`src/rtl/core/spq_pkg.sv`:
```
`timescale 1ns / 1ps

package spq_pkg;

    localparam logic [1:0] CMD_ENQUEUE = 2'd0;
    localparam logic [1:0] CMD_DEQUEUE = 2'd1;
    localparam logic [1:0] CMD_QUERY   = 2'd2;

    localparam int VALUE_W = 32;
    localparam int COUNT_W = 5;

    typedef struct packed {
        logic [1:0]                command;
        logic signed [VALUE_W-1:0] value;
    } req_t;

    typedef struct packed {
        logic signed [VALUE_W-1:0] removed_value;
        logic                      removed_valid;
        logic                      empty_error;
        logic                      full_drop;
        logic signed [VALUE_W-1:0] front_value;
        logic signed [VALUE_W-1:0] rear_value;
        logic [COUNT_W-1:0]        entry_count;
        logic                      queue_empty;
    } rsp_t;

    // Per-cycle operation broadcast to every cell.
    typedef struct packed {
        logic ins;
        logic del;
    } cell_ctrl_t;

endpackage

```
`src/rtl/core/spq_cell.sv`:
```
`timescale 1ns / 1ps

module spq_cell
(
    input  logic                               clk,
    input  spq_pkg::cell_ctrl_t                ctrl,
    input  logic signed [spq_pkg::VALUE_W-1:0] value,
    input  logic                               occupied,
    input  logic                               at_tail,
    input  logic                               prev_shift,
    input  logic signed [spq_pkg::VALUE_W-1:0] prev_entry,
    input  logic signed [spq_pkg::VALUE_W-1:0] next_entry,
    output logic                               shift,
    output logic signed [spq_pkg::VALUE_W-1:0] entry,
    output logic signed [spq_pkg::VALUE_W-1:0] entry_next
);

    logic signed [spq_pkg::VALUE_W-1:0] entry_reg;

    // Strict compare: equal values stay ahead of the new one.
    assign shift = occupied && (value < entry_reg);
    assign entry = entry_reg;

    always_comb
    begin
        entry_next = entry_reg;
        if (ctrl.ins)
        begin
            if (prev_shift)
            begin
                entry_next = prev_entry;
            end
            else if (shift || at_tail)
            begin
                entry_next = value;
            end
        end
        else if (ctrl.del)
        begin
            entry_next = next_entry;
        end
    end

    always_ff @(posedge clk)
    begin
        entry_reg <= entry_next;
    end

endmodule

```
`src/rtl/core/sorted_priority_queue_top.sv`:
```
`timescale 1ns / 1ps

// Sorted min-priority queue of up to CAPACITY signed 32-bit values, held in
// ascending order in a row of cells that each compare the incoming value
// against their own entry and shift toward their neighbor. Every item
// (enqueue, dequeue, query or unused command) yields exactly one result,
// so an item is accepted in every cycle while the result side takes them;
// the result register holds a result until it is taken, and req_stall is
// high only while that register is full and stalled. The compare-and-shift
// across the cell row sets the cycle time.

module sorted_priority_queue_top
#(
    parameter int CAPACITY = 16
)
(
    input  logic            clk,
    input  logic            rst_n,
    input  logic            req_valid,
    output logic            req_stall,
    input  spq_pkg::req_t   req,
    output logic            rsp_valid,
    input  logic            rsp_stall,
    output spq_pkg::rsp_t   rsp
);

    localparam int CW = $clog2(CAPACITY + 1);
    localparam int VW = spq_pkg::VALUE_W;

    logic                 accept;
    logic [CW-1:0]        count_reg;
    logic [CW-1:0]        count_next;
    logic signed [VW-1:0] rear_reg;
    logic signed [VW-1:0] rear_next;
    logic                 rsp_valid_reg;
    spq_pkg::rsp_t        rsp_reg;
    spq_pkg::rsp_t        rsp_next;
    spq_pkg::cell_ctrl_t  ctrl;
    logic                 is_enq;
    logic                 is_deq;
    logic                 full;
    logic                 empty;
    logic [CW+4:0]        count_wide;

    logic                 shift      [CAPACITY];
    logic signed [VW-1:0] entry      [CAPACITY];
    logic signed [VW-1:0] entry_next [CAPACITY];

    assign req_stall = rsp_valid_reg && rsp_stall;
    assign accept    = req_valid && !req_stall;
    assign full      = (count_reg == CW'(CAPACITY));
    assign empty     = (count_reg == '0);

    always_comb
    begin
        is_enq = 1'b0;
        is_deq = 1'b0;
        unique case (req.command)
            spq_pkg::CMD_ENQUEUE: is_enq = 1'b1;
            spq_pkg::CMD_DEQUEUE: is_deq = 1'b1;
            default:              ;
        endcase
    end

    assign ctrl.ins = accept && is_enq && !full;
    assign ctrl.del = accept && is_deq && !empty;

    genvar i;
    generate
        for (i = 0; i < CAPACITY; i++)
        begin : g_cell
            spq_cell u_cell
            (
                .clk        (clk),
                .ctrl       (ctrl),
                .value      (req.value),
                .occupied   (count_reg > CW'(i)),
                .at_tail    (count_reg == CW'(i)),
                .prev_shift ((i == 0) ? 1'b0 : shift[(i == 0) ? 0 : i - 1]),
                .prev_entry (entry[(i == 0) ? 0 : i - 1]),
                .next_entry (entry[(i == CAPACITY - 1) ? i : i + 1]),
                .shift      (shift[i]),
                .entry      (entry[i]),
                .entry_next (entry_next[i])
            );
        end
    endgenerate

    // Track the largest entry beside the row so no indexed read is needed.
    always_comb
    begin
        count_next = count_reg;
        rear_next  = rear_reg;
        if (ctrl.ins)
        begin
            count_next = count_reg + CW'(1);
            if (empty || !(req.value < rear_reg))
            begin
                rear_next = req.value;
            end
        end
        else if (ctrl.del)
        begin
            count_next = count_reg - CW'(1);
        end
    end

    assign count_wide = {5'b0, count_next};

    always_comb
    begin
        rsp_next.removed_value = ctrl.del ? entry[0] : '0;
        rsp_next.removed_valid = ctrl.del;
        rsp_next.empty_error   = is_deq && empty;
        rsp_next.full_drop     = is_enq && full;
        rsp_next.front_value   = (count_next == '0) ? '0 : entry_next[0];
        rsp_next.rear_value    = (count_next == '0) ? '0 : rear_next;
        rsp_next.entry_count   = count_wide[4:0];
        rsp_next.queue_empty   = (count_next == '0);
    end

    always_ff @(posedge clk or negedge rst_n)
    begin
        if (!rst_n)
        begin
            count_reg     <= '0;
            rsp_valid_reg <= 1'b0;
        end
        else
        begin
            if (accept)
            begin
                count_reg     <= count_next;
                rsp_valid_reg <= 1'b1;
            end
            else if (!rsp_stall)
            begin
                rsp_valid_reg <= 1'b0;
            end
        end
    end

    always_ff @(posedge clk)
    begin
        if (accept)
        begin
            rear_reg <= rear_next;
            rsp_reg  <= rsp_next;
        end
    end

    assign rsp_valid = rsp_valid_reg;
    assign rsp       = rsp_reg;

endmodule

```
`config.mk`:
```
export PLATFORM = sky130hd
export DESIGN_NAME = sorted_priority_queue_top
export DESIGN_NICKNAME = d
export VERILOG_FILES = /design/src/rtl/core/spq_pkg.sv /design/src/rtl/core/spq_cell.sv /design/src/rtl/core/sorted_priority_queue_top.sv
export SDC_FILE = /design/constraint.sdc
export NUM_CORES = 2
export LEC_CHECK = 0
export ABC_AREA = 1
export BUFFER_PORTS_ARGS = -buffer_cell sky130_fd_sc_hd__buf_2
export CAP_MARGIN = 20
export CORE_MARGIN = 2
export CORE_UTILIZATION = 49
export DETAILED_ROUTE_END_ITERATION = 16
export GPL_ROUTABILITY_DRIVEN = 0
export PLACE_DENSITY = 0.65
export SLEW_MARGIN = 10
export SYNTH_ARGS = -nofsm -noshare
export SYNTH_HDL_FRONTEND = slang
export SYNTH_HIERARCHICAL = 1
export SYNTH_SLANG_ARGS = --single-unit
```
`constraint.sdc`:
```
create_clock -name clk -period 5.58 [get_ports clk]
set_input_delay 0.558 -clock clk [delete_from_list [all_inputs] [get_ports clk]]
set_output_delay 0.558 -clock clk [all_outputs]
set_load 0.03 [all_outputs]
```
==> impl_results.md <==
* Clk buf depth at 3
* Commonest cells after routing, fill and taps aside: nand2_1 (2,112), nor2_1 (1,315), nand3_1 (1,085), inv_1 (867), a21oi_1 (750)
* # DRC at 0
* Clock power share at 14.5%
* Root buffer cell: clkbuf_16
* Crit-path max cell delay at 0.69 ns
* Crit path from: count_reg[4]
* Pin count of the biggest net entering global routing at 110
* All-Layer GR Usage at 31.5%
* Synthesized instance count at 8,600
* Gr ovfl total at 0
* Worst slew margin at 27.5%
* Clock Latency Late Sink at 0.69 ns
* Synthesized area at 0.0535 mm²
* Max VDD drop at 0.364 mV
* Most frequent CP cell: nor2_1
* DIE AREA at 0.112 mm²
* Die H at 335 µm
* Worst Hold Class: in2reg
* Layout Area Growth over Synthesis at 8.49%
* Delay-heaviest family, CP: simple AND/OR/NAND/NOR gates
* Worst path slowest cell: nor2_1
* RSZ-0062 raised after global routing: no
* Flop pwr share at 27.1%
* Setup WS post-layout at 1.49 ns
* Clock buffer count from CTS at 82
* Sw Pwr at 19.5 mW
* Clock transition at the registers of the reported paths at 0.06 ns
* Final setup skew at 0.0312 ns
* Number of global-route vias before repair at 51,200
* Routed vias/inst at 5.59
* CTS Sinks at 655
* Post-Route Setup TNS at 0 ns
* Slew Limit Fails at 0
* Initial Utilization at 49.3%
* Max-cap violations at 0
* WL final at 181,000 µm
* Slew @ Worst Pin at 1.09 ns
* Cell Pwr Density at 643 mW/mm²
* Row cnt at 121
* CP endpoint kind: flop
* Core footprint at 0.109 mm²
* DR pass1 iterations at 6
* Share of layout cells above drive strength 1 at 6.52%
* Ys Warns at 6
* Mean Syn Cell Area at 6.23 µm²
* Largest fanout on the critical path at 34
* WP data required at 6.19 ns
* CTS tree: done
* DR WL/cell at 18.1 µm
* Setup Crit Path Kind: reg2reg
* Final nets at 9,098
* Combinational fraction of design power at 58.5%
* Max reg flops at 512
* R2r startpoint: count_reg[4]
* Clock period minus worst slack at 4.09 ns
* Pre-CTS setup slack at 1.38 ns
* Critical path cell sequence: nor2_1, nand2_1, nor3_1, nor2_1, nand3_4, inv_1, inv_2, buf_4, nor2_1, nor2_1, nand2_1, nand2_1
* Peak Freq at 245 MHz
* Final antenna-violating net count at 0
* Final worst-path cycle share at 73.2%
* Final setup fails at 0
* CP bufs+invs at 3
* Most common cell after layout, fill and taps aside: nand2_1
* Leak at 30.2 nW
* Net Sw Frac at 52.2%
* Via count at 55,900
* Startpoint types: flop
* Initial antenna violation count at 5
* Syn_nets at 9,170
* DIE WIDTH at 335 µm
* Ports at 145
* Final-report hold violation count at 0
* Status: complete, no violations
* DP HPWL at 132,000 µm
* Reg2Reg Setup Slack at 1.49 ns
* Filler cells at 10,900
* Internal power at 17.9 mW
* Crit path DAT at 4.70 ns
* Worst Min Path Start: rsp_stall
* PortBufs at 144
* First-pass GRT wire length at 286,000 µm
* Iter 0 DRT Violations at 4,993
* H-tree Lvls at 3
==> layout make-up <==
class,count,area (µm²),area share (%)
antenna,1,2.50,0.00431
clock buffer,119,2320,4.00
clock inverter,31,327,0.562
inverter,908,3420,5.89
multi-input combinational,6567,33300,57.4
sequential,655,14500,25.0
tap,1414,1770,3.05
timing repair buffer,314,2380,4.11
==> tightest hold or removal path, stage by stage <==
cell,delay (ns)
buf_2,0.08
nand2_1,0.08
nand2_1,0.08
==> power by group through the flow <==
stage	clock (mW)	combinational [mW]	sequential (mW)
2_1_floorplan	0	17.7	8.91
3_3_place_gp	0	20.8	10.2
3_5_place_dp	0	21.5	10.2
4_1_cts	5.48	21.6	10.1
5_1_grt	5.66	25.0	10.4
6_report	5.40	21.8	10.1
==> repair_timing <==
action | 4_1_cts | 5_1_grt
setup buffers | 0 | 0
hold buffers | 1 | 0
endpoints found under the hold margin | 6 | 0
resized for setup | 0 | 0
==> per-layer routing <==
layer	vias to the layer above	routed length [µm]	track usage, %
met5	-	42	0
met4	6	7800	12.6
met3	435	10800	4.01
met2	1864	87000	54.4
met1	25800	75600	39.7
li1	27800	-	-
==> through the flow <==
stage / hold WS [ns] / util, % / cells / cell area (µm²) / power (mW)
4_1_cts: 0.117 / 53.3 / 10000 / 57900 / 37.1
6_report: 0.145 / 53.5 / 10000 / 58100 / 37.4
2_1_floorplan: 0.262 / - / 8600 / 53500 / 26.6
5_1_grt: 0.152 / 53.5 / 10000 / 58100 / 41.0
3_5_place_dp: 0.414 / 50.9 / 9849 / 55200 / 31.6
3_3_place_gp: 0.412 / 50.9 / 9848 / 55200 / 31.0
==> final timing paths <==
check                                                   end  cells past startpoint
worst min-delay path                              rsp_valid                      3
worst max register to register   g_cell[5].u_cell/entry[22]                     12
max in group asynchronous                      count_reg[3]                      2
min in group asynchronous                         rsp_valid                      2
worst max-delay path             g_cell[5].u_cell/entry[22]                     12
worst min register to register  g_cell[14].u_cell/entry[24]                      2
(Power assumes the default switching activity.)
